==> config.mk <==
export PLATFORM = sky130hd
export DESIGN_NAME = keyword_length_frame_parser_top
export DESIGN_NICKNAME = d
export VERILOG_FILES = /design/src/rtl/klfp_pkg.sv /design/src/rtl/keyword_length_frame_parser_top.sv
export SDC_FILE = /design/constraint.sdc
export NUM_CORES = 1
export LEC_CHECK = 0
export BUFFER_PORTS_ARGS = -buffer_cell sky130_fd_sc_hd__buf_2
export CAP_MARGIN = 20
export CELL_PAD_IN_SITES_DETAIL_PLACEMENT = 1
export CELL_PAD_IN_SITES_GLOBAL_PLACEMENT = 2
export CORE_ASPECT_RATIO = 0.5
export CORE_UTILIZATION = 39
export DETAILED_ROUTE_END_ITERATION = 7
export GPL_TIMING_DRIVEN = 1
export PLACE_DENSITY_LB_ADDON = 0.1
export SLEW_MARGIN = 10
export SYNTH_ARGS = -nofsm -noshare
export SYNTH_HDL_FRONTEND = slang
export SYNTH_SLANG_ARGS = --single-unit
==> constraint.sdc <==
create_clock -name clk -period 5.5 [get_ports clk]
set_input_delay 0 -clock clk [delete_from_list [all_inputs] [get_ports clk]]
set_output_delay 0 -clock clk [all_outputs]
set_load 0.1 [all_outputs]
==> src/rtl/klfp_pkg.sv <==
// Shared types, codes and keyword tables for the keyword/length frame parser.
`default_nettype none

package klfp_pkg;

    localparam int LENGTH_BITS_DEFAULT = 24;
    localparam int NUM_KEYWORDS        = 5;

    localparam logic [7:0] TOKEN_LIMIT_RESET = 8'd16;
    localparam logic [NUM_KEYWORDS-1:0] ALL_CANDS = {NUM_KEYWORDS{1'b1}};

    localparam logic [7:0] ASCII_SPACE = 8'h20;
    localparam logic [7:0] ASCII_ZERO  = 8'h30;
    localparam logic [7:0] ASCII_NINE  = 8'h39;

    localparam logic [71:0] KW_GREETING_TXT = "GREETING ";
    localparam logic [71:0] KW_MESSAGE_TXT  = " MESSAGE ";
    localparam logic [71:0] KW_STATUS_TXT   = "  STATUS ";
    localparam logic [71:0] KW_PING_TXT     = "    PING ";
    localparam logic [71:0] KW_PONG_TXT     = "    PONG ";

    typedef enum logic [2:0] {
        KIND_GREETING = 3'd0,
        KIND_MESSAGE  = 3'd1,
        KIND_STATUS   = 3'd2,
        KIND_PING     = 3'd3,
        KIND_PONG     = 3'd4
    } kind_t;

    typedef enum logic [2:0] {
        ERR_NONE     = 3'd0,
        ERR_KEYWORD  = 3'd1,
        ERR_NOT_GREET = 3'd2,
        ERR_TOO_LONG = 3'd3,
        ERR_BAD_LEN  = 3'd4,
        ERR_OVERFLOW = 3'd5
    } err_t;

    typedef enum logic [1:0] {
        PH_AWAIT  = 2'd0,
        PH_READY  = 2'd1,
        PH_CLOSED = 2'd2
    } phase_t;

    typedef enum logic [1:0] {
        STG_KEY = 2'd0,
        STG_LEN = 2'd1,
        STG_PAY = 2'd2
    } stage_t;

    // Keyword length, separator included
    function automatic logic [3:0] kw_len(input kind_t kind);
        logic [3:0] len;
        unique case (kind)
            KIND_GREETING: len = 4'd9;
            KIND_MESSAGE:  len = 4'd8;
            KIND_STATUS:   len = 4'd7;
            KIND_PING:     len = 4'd5;
            KIND_PONG:     len = 4'd5;
            default:       len = 4'd0;
        endcase
        return len;
    endfunction

    // Character at position pos of a keyword; texts are right-aligned in 72 bits
    function automatic logic [7:0] kw_char(input kind_t kind, input logic [3:0] pos);
        logic [71:0] txt;
        logic [3:0]  len;
        logic [3:0]  back;
        unique case (kind)
            KIND_GREETING: txt = KW_GREETING_TXT;
            KIND_MESSAGE:  txt = KW_MESSAGE_TXT;
            KIND_STATUS:   txt = KW_STATUS_TXT;
            KIND_PING:     txt = KW_PING_TXT;
            KIND_PONG:     txt = KW_PONG_TXT;
            default:       txt = '0;
        endcase
        len  = kw_len(kind);
        back = len - 4'd1 - pos;
        return txt[{back, 3'b000} +: 8];
    endfunction

endpackage

`default_nettype wire

==> src/rtl/keyword_length_frame_parser_top.sv <==
// Top level of the keyword/length frame parser: one-byte-per-cycle deframer.
//
// Usage:
//   Input channel (in_valid/in_ready, rx_byte) carries one received byte per
//   transaction. Output channel (out_valid/out_ready) carries one result per
//   input byte: payload byte with its frame kind and last marker, event flags
//   (became_ready, pong_wanted, pong_seen) and the closed/error_code status.
//   Frames look like "KEYWORD SP decimal-length SP payload"; GREETING first.
//   cfg_wr_en/cfg_wr_data write token_limit; write it only while idle.
// Timing:
//   A byte is decoded in the cycle it is accepted and its result appears in
//   the output register on the next cycle. One byte per cycle is sustained
//   while results are taken; the output register is the only stage, so
//   in_ready is high while the register is empty or drained the same cycle.
// Stall:
//   While out_valid is high and out_ready is low, in_ready drops and the held
//   result stays unchanged.
// Reset:
//   rst_n (async, active low) clears the session to awaiting greeting, empties
//   the output register and restores token_limit to 16. A protocol error is
//   sticky: every later byte yields closed=1 with the saved error code.
`default_nettype none

module keyword_length_frame_parser_top
    import klfp_pkg::*;
#(
    parameter int LENGTH_BITS = LENGTH_BITS_DEFAULT
) (
    input  wire logic       clk,
    input  wire logic       rst_n,
    // configuration
    input  wire logic       cfg_wr_en,
    input  wire logic [7:0] cfg_wr_data,
    // input channel
    input  wire logic       in_valid,
    output logic            in_ready,
    input  wire logic [7:0] rx_byte,
    // output channel
    output logic            out_valid,
    input  wire logic       out_ready,
    output logic            is_payload,
    output logic [2:0]      frame_kind,
    output logic [7:0]      payload_byte,
    output logic            last_of_frame,
    output logic            became_ready,
    output logic            pong_wanted,
    output logic            pong_seen,
    output logic            closed,
    output logic [2:0]      error_code
);

    // ---------------------------------------------------------------
    // State
    // ---------------------------------------------------------------
    logic [7:0]              token_limit_reg;
    phase_t                  phase_reg, phase_next;
    stage_t                  stage_reg, stage_next;
    logic [7:0]              count_reg, count_next;
    logic [NUM_KEYWORDS-1:0] cands_reg, cands_next;
    kind_t                   kind_reg, kind_next;
    logic [LENGTH_BITS-1:0]  accum_reg, accum_next;
    logic [LENGTH_BITS-1:0]  remain_reg, remain_next;
    err_t                    err_reg, err_next;

    // Result register
    logic       out_valid_reg;
    logic       is_payload_reg,  is_payload_next;
    kind_t      frame_kind_reg,  frame_kind_next;
    logic [7:0] payload_reg,     payload_next;
    logic       last_reg,        last_next;
    logic       ready_ev_reg,    ready_ev_next;
    logic       pong_want_reg,   pong_want_next;
    logic       pong_seen_reg,   pong_seen_next;
    logic       closed_reg,      closed_next;
    err_t       err_out_reg,     err_out_next;

    logic accept;

    // The result register frees up when it is empty or drained this cycle
    assign in_ready = !out_valid_reg || out_ready;
    assign accept   = in_valid && in_ready;

    // ---------------------------------------------------------------
    // Per-byte decode helpers
    // ---------------------------------------------------------------
    logic [8:0]              count_inc;
    logic                    too_long;
    logic [NUM_KEYWORDS-1:0] keep;
    logic                    kw_done;
    kind_t                   done_kind;
    logic                    is_space;
    logic                    is_digit;
    logic [LENGTH_BITS+3:0]  accum_x10;
    logic                    len_ovf;
    logic [LENGTH_BITS-1:0]  remain_dec;
    logic                    pay_last;

    assign count_inc = {1'b0, count_reg} + 9'd1;
    assign too_long  = count_inc > {1'b0, token_limit_reg};
    assign is_space  = rx_byte == ASCII_SPACE;
    assign is_digit  = (rx_byte >= ASCII_ZERO) && (rx_byte <= ASCII_NINE);

    // Narrow the candidate set by comparing the byte against each keyword
    always_comb
    begin
        keep      = '0;
        kw_done   = 1'b0;
        done_kind = KIND_GREETING;
        for (int i = 0; i < NUM_KEYWORDS; i++)
        begin
            if (cands_reg[i] && ({4'd0, count_reg} < {8'd0, kw_len(kind_t'(3'(i)))})
                && (kw_char(kind_t'(3'(i)), count_reg[3:0]) == rx_byte))
            begin
                keep[i] = 1'b1;
                if (count_inc == {5'd0, kw_len(kind_t'(3'(i)))})
                begin
                    kw_done   = 1'b1;
                    done_kind = kind_t'(3'(i));
                end
            end
        end
    end

    // Decimal accumulate: times ten by shift-and-add, overflow in the top nibble
    assign accum_x10 = ({4'd0, accum_reg} << 3) + ({4'd0, accum_reg} << 1)
                     + {{LENGTH_BITS{1'b0}}, rx_byte[3:0]};
    assign len_ovf   = |accum_x10[LENGTH_BITS+3:LENGTH_BITS];

    assign remain_dec = (remain_reg != '0)
                      ? remain_reg - {{(LENGTH_BITS-1){1'b0}}, 1'b1} : remain_reg;
    assign pay_last   = remain_dec == '0;

    // ---------------------------------------------------------------
    // Next state
    // ---------------------------------------------------------------
    always_comb
    begin
        phase_next  = phase_reg;
        stage_next  = stage_reg;
        count_next  = count_reg;
        cands_next  = cands_reg;
        kind_next   = kind_reg;
        accum_next  = accum_reg;
        remain_next = remain_reg;
        err_next    = err_reg;

        if (phase_reg != PH_CLOSED)
        begin
            unique case (stage_reg)
                STG_KEY:
                begin
                    if (keep == '0)
                    begin
                        phase_next = PH_CLOSED;
                        err_next   = ERR_KEYWORD;
                    end
                    else if (too_long)
                    begin
                        phase_next = PH_CLOSED;
                        err_next   = ERR_TOO_LONG;
                    end
                    else if (kw_done)
                    begin
                        if (phase_reg == PH_AWAIT && done_kind != KIND_GREETING)
                        begin
                            phase_next = PH_CLOSED;
                            err_next   = ERR_NOT_GREET;
                        end
                        else
                        begin
                            kind_next  = done_kind;
                            stage_next = STG_LEN;
                            cands_next = ALL_CANDS;
                            count_next = '0;
                            accum_next = '0;
                        end
                    end
                    else
                    begin
                        cands_next = keep;
                        count_next = count_inc[7:0];
                    end
                end
                STG_LEN:
                begin
                    if (is_space)
                    begin
                        if (accum_reg == '0)
                        begin
                            phase_next = PH_CLOSED;
                            err_next   = ERR_BAD_LEN;
                        end
                        else if (too_long)
                        begin
                            phase_next = PH_CLOSED;
                            err_next   = ERR_TOO_LONG;
                        end
                        else
                        begin
                            remain_next = accum_reg;
                            stage_next  = STG_PAY;
                            count_next  = '0;
                            accum_next  = '0;
                        end
                    end
                    else if (!is_digit)
                    begin
                        phase_next = PH_CLOSED;
                        err_next   = ERR_BAD_LEN;
                    end
                    else if (len_ovf)
                    begin
                        phase_next = PH_CLOSED;
                        err_next   = ERR_OVERFLOW;
                    end
                    else if (too_long)
                    begin
                        phase_next = PH_CLOSED;
                        err_next   = ERR_TOO_LONG;
                    end
                    else
                    begin
                        accum_next = accum_x10[LENGTH_BITS-1:0];
                        count_next = count_inc[7:0];
                    end
                end
                STG_PAY:
                begin
                    remain_next = remain_dec;
                    if (pay_last)
                    begin
                        if (kind_reg == KIND_GREETING && phase_reg == PH_AWAIT)
                        begin
                            phase_next = PH_READY;
                        end
                        stage_next = STG_KEY;
                        cands_next = ALL_CANDS;
                        count_next = '0;
                        accum_next = '0;
                    end
                end
                default:
                begin
                    stage_next = STG_KEY;
                end
            endcase
        end
    end

    // ---------------------------------------------------------------
    // Result for the accepted byte
    // ---------------------------------------------------------------
    always_comb
    begin
        is_payload_next = 1'b0;
        frame_kind_next = KIND_GREETING;
        payload_next    = '0;
        last_next       = 1'b0;
        ready_ev_next   = 1'b0;
        pong_want_next  = 1'b0;
        pong_seen_next  = 1'b0;
        closed_next     = 1'b0;
        err_out_next    = ERR_NONE;

        if (phase_next == PH_CLOSED)
        begin
            closed_next  = 1'b1;
            err_out_next = err_next;
        end
        else if (stage_reg == STG_PAY)
        begin
            is_payload_next = 1'b1;
            frame_kind_next = kind_reg;
            payload_next    = rx_byte;
            last_next       = pay_last;
            if (pay_last)
            begin
                if (kind_reg == KIND_GREETING && phase_reg == PH_AWAIT)
                begin
                    ready_ev_next = 1'b1;
                end
                else if (kind_reg == KIND_PING)
                begin
                    pong_want_next = 1'b1;
                end
                else if (kind_reg == KIND_PONG)
                begin
                    pong_seen_next = 1'b1;
                end
            end
        end
    end

    // ---------------------------------------------------------------
    // Registers
    // ---------------------------------------------------------------
    always_ff @(posedge clk or negedge rst_n)
    begin
        if (!rst_n)
        begin
            token_limit_reg <= TOKEN_LIMIT_RESET;
        end
        else if (cfg_wr_en)
        begin
            token_limit_reg <= cfg_wr_data;
        end
    end

    always_ff @(posedge clk or negedge rst_n)
    begin
        if (!rst_n)
        begin
            phase_reg  <= PH_AWAIT;
            stage_reg  <= STG_KEY;
            count_reg  <= '0;
            cands_reg  <= ALL_CANDS;
            kind_reg   <= KIND_GREETING;
            accum_reg  <= '0;
            remain_reg <= '0;
            err_reg    <= ERR_NONE;
        end
        else if (accept)
        begin
            phase_reg  <= phase_next;
            stage_reg  <= stage_next;
            count_reg  <= count_next;
            cands_reg  <= cands_next;
            kind_reg   <= kind_next;
            accum_reg  <= accum_next;
            remain_reg <= remain_next;
            err_reg    <= err_next;
        end
    end

    // Output valid: load on accept, drop when taken without a replacement
    always_ff @(posedge clk or negedge rst_n)
    begin
        if (!rst_n)
        begin
            out_valid_reg <= 1'b0;
        end
        else if (accept)
        begin
            out_valid_reg <= 1'b1;
        end
        else if (out_ready)
        begin
            out_valid_reg <= 1'b0;
        end
    end

    // Payload of the result register, held while stalled
    always_ff @(posedge clk)
    begin
        if (accept)
        begin
            is_payload_reg <= is_payload_next;
            frame_kind_reg <= frame_kind_next;
            payload_reg    <= payload_next;
            last_reg       <= last_next;
            ready_ev_reg   <= ready_ev_next;
            pong_want_reg  <= pong_want_next;
            pong_seen_reg  <= pong_seen_next;
            closed_reg     <= closed_next;
            err_out_reg    <= err_out_next;
        end
    end

    assign out_valid     = out_valid_reg;
    assign is_payload    = is_payload_reg;
    assign frame_kind    = frame_kind_reg;
    assign payload_byte  = payload_reg;
    assign last_of_frame = last_reg;
    assign became_ready  = ready_ev_reg;
    assign pong_wanted   = pong_want_reg;
    assign pong_seen     = pong_seen_reg;
    assign closed        = closed_reg;
    assign error_code    = err_out_reg;

    // ---------------------------------------------------------------
    // Assertions
    // ---------------------------------------------------------------
    // A closed session always carries a saved error code
    a_closed_has_error: assert property (@(posedge clk) disable iff (!rst_n)
        phase_reg == PH_CLOSED |-> err_reg != ERR_NONE)
        else $error("closed session without error code");

    // A reported closed result names an error and never passes payload
    a_closed_result: assert property (@(posedge clk) disable iff (!rst_n)
        out_valid && closed |-> error_code != ERR_NONE && !is_payload)
        else $error("closed result malformed");

    // A stalled result blocks new input
    a_stall_blocks: assert property (@(posedge clk) disable iff (!rst_n)
        out_valid && !out_ready |-> !in_ready)
        else $error("input taken while result stalled");

    // Frame events only come with the last payload byte
    a_event_on_last: assert property (@(posedge clk) disable iff (!rst_n)
        out_valid && (became_ready || pong_wanted || pong_seen) |-> last_of_frame)
        else $error("frame event without last payload byte");

    // Once closed, the session stays closed
    a_closed_sticky: assert property (@(posedge clk) disable iff (!rst_n)
        phase_reg == PH_CLOSED |=> phase_reg == PH_CLOSED)
        else $error("closed session reopened");

endmodule

`default_nettype wire

---- Yosys cells after proc, flatten, opt, wreduce, memory -nomap -nowiden ----
Index checks and enable logic that the tools add are counted.
word-level totals
  register bits after elaboration ......... 100
  input bits .............................. 21
operators by class
  $add $sub $neg .......................... 8
  order comparisons ....................... 7
  equal/unequal tests ..................... 31
  shift-type cells ........................ 5
  mux-type cells .......................... 103
  bitwise logic cells ..................... 5
  reductions and logical operators ........ 39
operator list
  kind                                                        count
  2-to-1 mux 24 bit                                           15
  indexed part select 72 x 8 -> 8 bit, first input constant   5
  2-to-1 mux 8 bit                                            11
  one-hot mux 24 bit (3 select lines)                         1
  zero test 24 bit                                            2
  2-to-1 mux 3 bit                                            16
  one-hot mux 24 bit (2 select lines)                         1
  equality test 9 x 4 -> 1 bit                                5
  equality test 8 bit                                         5
  2-to-1 mux 2 bit                                            20
  adder 27 x 25 -> 28 bit                                     1
  adder 28 x 4 -> 28 bit                                      1
  2-to-1 mux 5 bit                                            5
  2-to-1 mux 1 bit                                            24
  one-hot mux 8 bit (3 select lines)                          1
  nonzero test 24 bit                                         1
  subtractor 24 x 1 -> 24 bit, second input constant          1
  2-to-1 mux 4 bit                                            5
  inequality test 2 bit, second input constant                9
  inequality test 3 bit, second input constant                6
  less-than comparator 8 x 3 -> 1 bit, second input constant  2
  less-than comparator 8 x 4 -> 1 bit, second input constant  2
  logical AND 1 bit                                           14
  AND reduction 7 bit                                         2
  other kinds (30)                                            43

---- Logic depth before layout (Yosys ltp) ----
  word-level depth ........................ 24
  depth in mapped cells ................... 17
  gate-level depth less buffers ........... 16

---- Least setup slack after synthesis ----
Ideal clock, no wire load.
  kind .................................... register -> register
  start point ............................. register accum_reg[0]
  end point ............................... register accum_reg[1]
  setup time .............................. 0.125 ns
  arrival ................................. 3.971 ns
  setup slack ............................. 1.404 ns
  stages on the path, launching flop included .. 16
  path buffers ............................ 2
  clock period less this slack ............ 4.096 ns
  path through ............................ dfrtp_1 > fa_1 > inv_1 > fa_1 > nand2b_1 > a21o_1 > a21o_1 > a211o_1 > nand4_1 > and4b_1 > clkbuf_1 > a21boi_0 > o21a_1 > nor4b_4 > buf_6 > mux2_4
on the way
  word-level cells in the longest chain between the ends .. 7
  elaborated cells between the ends (all ways) .. 13
ends and longest elaborated chain
  what                                 RTL line                                RTL
  from (decl)                          keyword_length_frame_parser_top.sv:61   logic [LENGTH_BITS-1:0] accum_reg, accum_next;
  from (signal assigned)               keyword_length_frame_parser_top.sv:329  accum_reg <= accum_next;
  adder 27 x 25 -> 28 bit              keyword_length_frame_parser_top.sv:125  assign accum_x10 = ({4'd0, accum_reg} << 3) + ({4'd0, accum_reg} << 1)
  adder 28 x 4 -> 28 bit               keyword_length_frame_parser_top.sv:126  + {{LENGTH_BITS{1'b0}}, rx_byte[3:0]};
  2-to-1 mux 24 bit                    keyword_length_frame_parser_top.sv:216  else if (too_long)
  2-to-1 mux 24 bit                    keyword_length_frame_parser_top.sv:211  else if (len_ovf)
  2-to-1 mux 24 bit                    keyword_length_frame_parser_top.sv:206  else if (!is_digit)
  2-to-1 mux 24 bit                    keyword_length_frame_parser_top.sv:186  if (is_space)
  one-hot mux 24 bit (3 select lines)  keyword_length_frame_parser_top.sv:149  unique case (stage_reg)
Several ways; a longest one is shown, not always the timed one. The select of a mux whose other input is x is not followed.
A chain may end at the register's enable or synchronous reset.

---- Final worst setup path ----
  start point ............................. register count_reg[0]
  end point ............................... register count_reg[0]
on the way
  word-level cells in the longest chain between the ends .. 17
  elaborated cells between the ends (all ways) .. 75
ends and longest elaborated chain
  what                                 RTL line                                RTL
  from (decl)                          keyword_length_frame_parser_top.sv:58   logic [7:0] count_reg, count_next;
  from (signal assigned)               keyword_length_frame_parser_top.sv:326  count_reg <= count_next;
  subtractor 4 bit                     klfp_pkg.sv:79                          back = len - 4'd1 - pos;
  indexed part select 72 x 8 -> 8 bit  klfp_pkg.sv:80                          return txt[{back, 3'b000} +: 8];
  equality test 8 bit                  keyword_length_frame_parser_top.sv:112  && (kw_char(kind_t'(3'(i)), count_reg[3:0]) == rx_byte))
  logical AND 1 bit                    keyword_length_frame_parser_top.sv:112
  2-to-1 mux 1 bit                     keyword_length_frame_parser_top.sv:111  if (cands_reg[i] && ({4'd0, count_reg} < {8'd0, kw_len(kind_t'(3'(i)))})
  2-to-1 mux 1 bit                     keyword_length_frame_parser_top.sv:115  if (count_inc == {5'd0, kw_len(kind_t'(3'(i)))})
  2-to-1 mux 1 bit                     keyword_length_frame_parser_top.sv:111
  2-to-1 mux 1 bit                     keyword_length_frame_parser_top.sv:115
  2-to-1 mux 1 bit                     keyword_length_frame_parser_top.sv:111
  2-to-1 mux 1 bit                     keyword_length_frame_parser_top.sv:115
  2-to-1 mux 1 bit                     keyword_length_frame_parser_top.sv:111
  2-to-1 mux 1 bit                     keyword_length_frame_parser_top.sv:115
  2-to-1 mux 1 bit                     keyword_length_frame_parser_top.sv:111
  2-to-1 mux 8 bit                     keyword_length_frame_parser_top.sv:162  else if (kw_done)
  2-to-1 mux 8 bit                     keyword_length_frame_parser_top.sv:157  else if (too_long)
  2-to-1 mux 8 bit                     keyword_length_frame_parser_top.sv:152  if (keep == '0)
  one-hot mux 8 bit (3 select lines)   keyword_length_frame_parser_top.sv:149
Several ways; a longest one is shown, not always the timed one. The select of a mux whose other input is x is not followed.

==> metrics.md <==
| Metric | Value |
|---|---|
| EDFF count, synth | 20 |
| WL/cell | 20.2 um |
| Syn Nets | 1131 |
| CTS tree | done |
| Core Area | 22000 sq um |
| Routed Antenna Nets | 0 |
| Worst VDD drop | 0.144 mV |
| Std cell rows | 38 |
| Drt pass-1 iters | 4 |
| Final Hold Viols | 0 |
| Vias/cell | 5.89 |
| Vias in the first global route | 8360 |
| CTS Hold Buffers Added | 21 |
| Nets@finish | 1158 |
| DRC viols | 0 |
| Die height | 109 um |
| Post-synth top area share | 20.8% |
| Sw Share | ~30% |
| F_max | approximately 0.20 GHz |
| Initial Util | 40.4% |
| Initial antenna violation count | 0 |
| Top post-synthesis cells by area | dfrtp_1 21%, ha_1 10%, edfxtp_1 6.8% |
| Hold path depth | 3 |
| Worst endpoint required time | 5750 ps |
| GRT Resource Usage Total | 24.1% |
| Postcts setup bufs | 0 |
| Via Count | 8049 |
| Largest net degree at the start of global routing | a little under 50 |
| Synthesized area | 8890 sq um |
| Worst Clk Skew | between 10 and 15 ps |
| Total grt overflow | 0 |
| # resized after CTS | 0 |
| Leak Pwr | 4.17 nW |
| CTS root buf | clkbuf_16 |
| Clk sink count | 100 |
| Crit end category | flop |
| Total die area | 23400 sq um |
| Worst setup SP type | flop |
| Maxcap violations | 0 |
| Slew headroom | between 30% and 40% |
| ANT cells | 0 |
| Setup TNS | 0 ps |
| Sequential share of power | approximately 48% |
| Placed cell area | 9320 sq um |
| H-tree levels | 3 |
| Finish-stage setup viols | 0 |
| First-pass GRT wire length | around 45 mm |
| Period utilization | 89.9% |
| Clock share of power | between 40% and 50% |
| Seq/Total Area, Yosys | between 20% and 30% |
| Slew Viols, Final | 0 |
| Pwr/cell area | between 150 and 200 nW/um^2 |
| HP Class | primary input to flop |
| Period minus WS final | 4940 ps |
| Clock slew seen by the registers of the worst setup and hold paths | 80 ps |
| Async set-or-reset flop fraction in the synthesized netlist | 80.0% |
| Critical path fanouts, max | 20 |
| Clock buffer depth | 2 |
| Port Buffers | 42 |
| Leading area contributor after synthesis | dfrtp_1 |
| Synth Flop Type | dfrtp_1 |
| Final Power | 0.00164 W |
| GP Congestion | between 0.8 and 0.9 |
| Number of CTS-inserted buffers | 9 |
| Pint | 0.00115 W |
| Mean Syn Cell Area | 8.59 sq um |
| Share of layout cells above drive strength 1 | 13.3% |
| Net switching power | slightly below 0.0005 W |
| Synth-to-layout area growth | 10.7% |
| Crit path DAT | 5200 ps |
| Final instance area | 9840 sq um |
| Synth Register Bits | 100 |
| Clock latency on the worst-skew pair | 370 ps |
| Total wire length | around 28 mm |
| Measured slew at the worst slew-check pin | roughly 980 ps |
| Status | finished, final reports clean |
| Chip width | 216 um |
| Unrepaired setup endpoints after global routing | false |
| Ports | 43 |
| Kind of critical path | flop to flop |
| Fin util | 44.7% |
| Combinational share of power | 11.6% |
| Syn Inst Count | 1035 |
| Initial DRC count | 446 |
| Worst R2R Path Depth | 15 |
| Detailed Place HPWL | between 20 and 25 mm |
| Yosys cell types | 86 |
| Synth Warn # | 0 |
## synth_stat cells (6+ instances only)
library cell and n:
a31oi_1 15, xnor2_1 21, or3_1 8, o21a_1 13
edfxtp_1 20, and4_1 6, nor3_1 27, nor3b_1 12
o22ai_1 14, a21o_1 12, mux2i_1 7, ha_1 73
o211ai_1 10, dfrtp_1 74, a21oi_1 75, nand2b_1 20
nand4_1 22, clkbuf_1 51, nor2b_1 11, nor2_1 81
nand3_1 32, a211oi_1 11, nor4_1 21, mux2_4 19
o21ai_0 76, nand2_1 76, dfstp_2 6, or2_2 9
and3_1 22, a221o_1 7, mux2_2 19, inv_1 40
nand3b_1 8, xor2_1 14
## worst paths after layout
kind	startpoint	to	slack, ps
max	count_reg[0]$_DFFE_PN0P_	count_reg[0]$_DFFE_PN0P_	560
max in group asynchronous	rst_n	phase_reg[0]$_DFFE_PN0P_	4300
min in group asynchronous	rst_n	accum_reg[21]$_DFFE_PN0P_	130
max reg2reg	count_reg[0]$_DFFE_PN0P_	count_reg[0]$_DFFE_PN0P_	560
min	cfg_wr_en	token_limit_reg[5]$_DFFE_PN0P_	20
min reg2reg	err_reg[2]$_DFFE_PN0P_	err_reg[2]$_DFFE_PN0P_	520
## power groups by stage
| stage | clock (W) | sequential (W) | combinational (W) |
|---|---|---|---|
| 2_1_floorplan | 0 | 0.000844 | 0.0000759 |
| 3_3_place_gp | 0 | 0.000801 | 0.000172 |
| 3_5_place_dp | 0 | 0.000801 | 0.000176 |
| 4_1_cts | 0.000690 | 0.000786 | 0.000190 |
| 5_1_grt | 0.000712 | 0.000789 | 0.000205 |
| 6_report | 0.000668 | 0.000786 | 0.000190 |
## per-stage QoR
step	std cells	hold slack (ps)	worst slack (ps)
4_1_cts	1367	4.76	498
5_1_grt	1367	61.1	173
6_report	1367	24.7	556
3_5_place_dp	1330	-3.64	619
2_1_floorplan	1035	-296	1400
3_3_place_gp	1330	-10.9	760
## cells in the final DEF (no fill, tap or decap), drive strengths merged, types with 28 or more instances in the layout
| master | n |
|---|---|
| a21oi | 76 |
| buf | 52 |
| dfrtp | 74 |
| ha | 73 |
| inv | 44 |
| mux2 | 39 |
| nand2 | 76 |
| nand3 | 32 |
| nor2 | 81 |
| nor3 | 28 |
| o21ai | 77 |
## routing by layer
| metal | share of wire, % | global-route usage, % |
|---|---|---|
| met1 | 49 | 32.1 |
| met4 | 0.44 | 4.81 |
| met5 | 0 | 0 |
| met3 | 3.2 | 3.40 |
| met2 | 48 | 42.1 |
## logic make-up (layout without fill, tap and decap cells)
| family | Yosys count | in the layout | share of synthesized area, % |
|---|---|---|---|
| compound gates | 299 | 299 | 22.0 |
| flops | 100 | 100 | 29.3 |
| fa+ha+maj | 75 | 75 | 10.7 |
| mux | 46 | 46 | 6.53 |
| simple gates | 382 | 382 | 23.3 |
| buf+inv | 97 | 129 | 4.38 |
| xor+xnor | 36 | 36 | 3.70 |
## area by class of cell
type                    instances  area (sq um)
inverters                      40           150
clock inverters                 7          86.3
fillers                      2626         12200
repair buffers                 73           498
multi-input cells             838          5900
well taps                     300           375
flip-flops and latches        100          2610
clock buffers                   9           225
## worst max-delay path: stages, from the launching register on
cell and delay, ps:
dfrtp_1 790, ha_1 480, nand2_1 140, nor2_1 240, and3_1 210, xnor2_1 150, inv_1 70, ha_1 310
nand4_1 120, o21ai_0 240, nand2_1 140, nor2_1 460, o311ai_4 220, and2_1 270, nor4_4 590, mux2_2 400
Note: power is estimated with default switching activity, not from simulation.
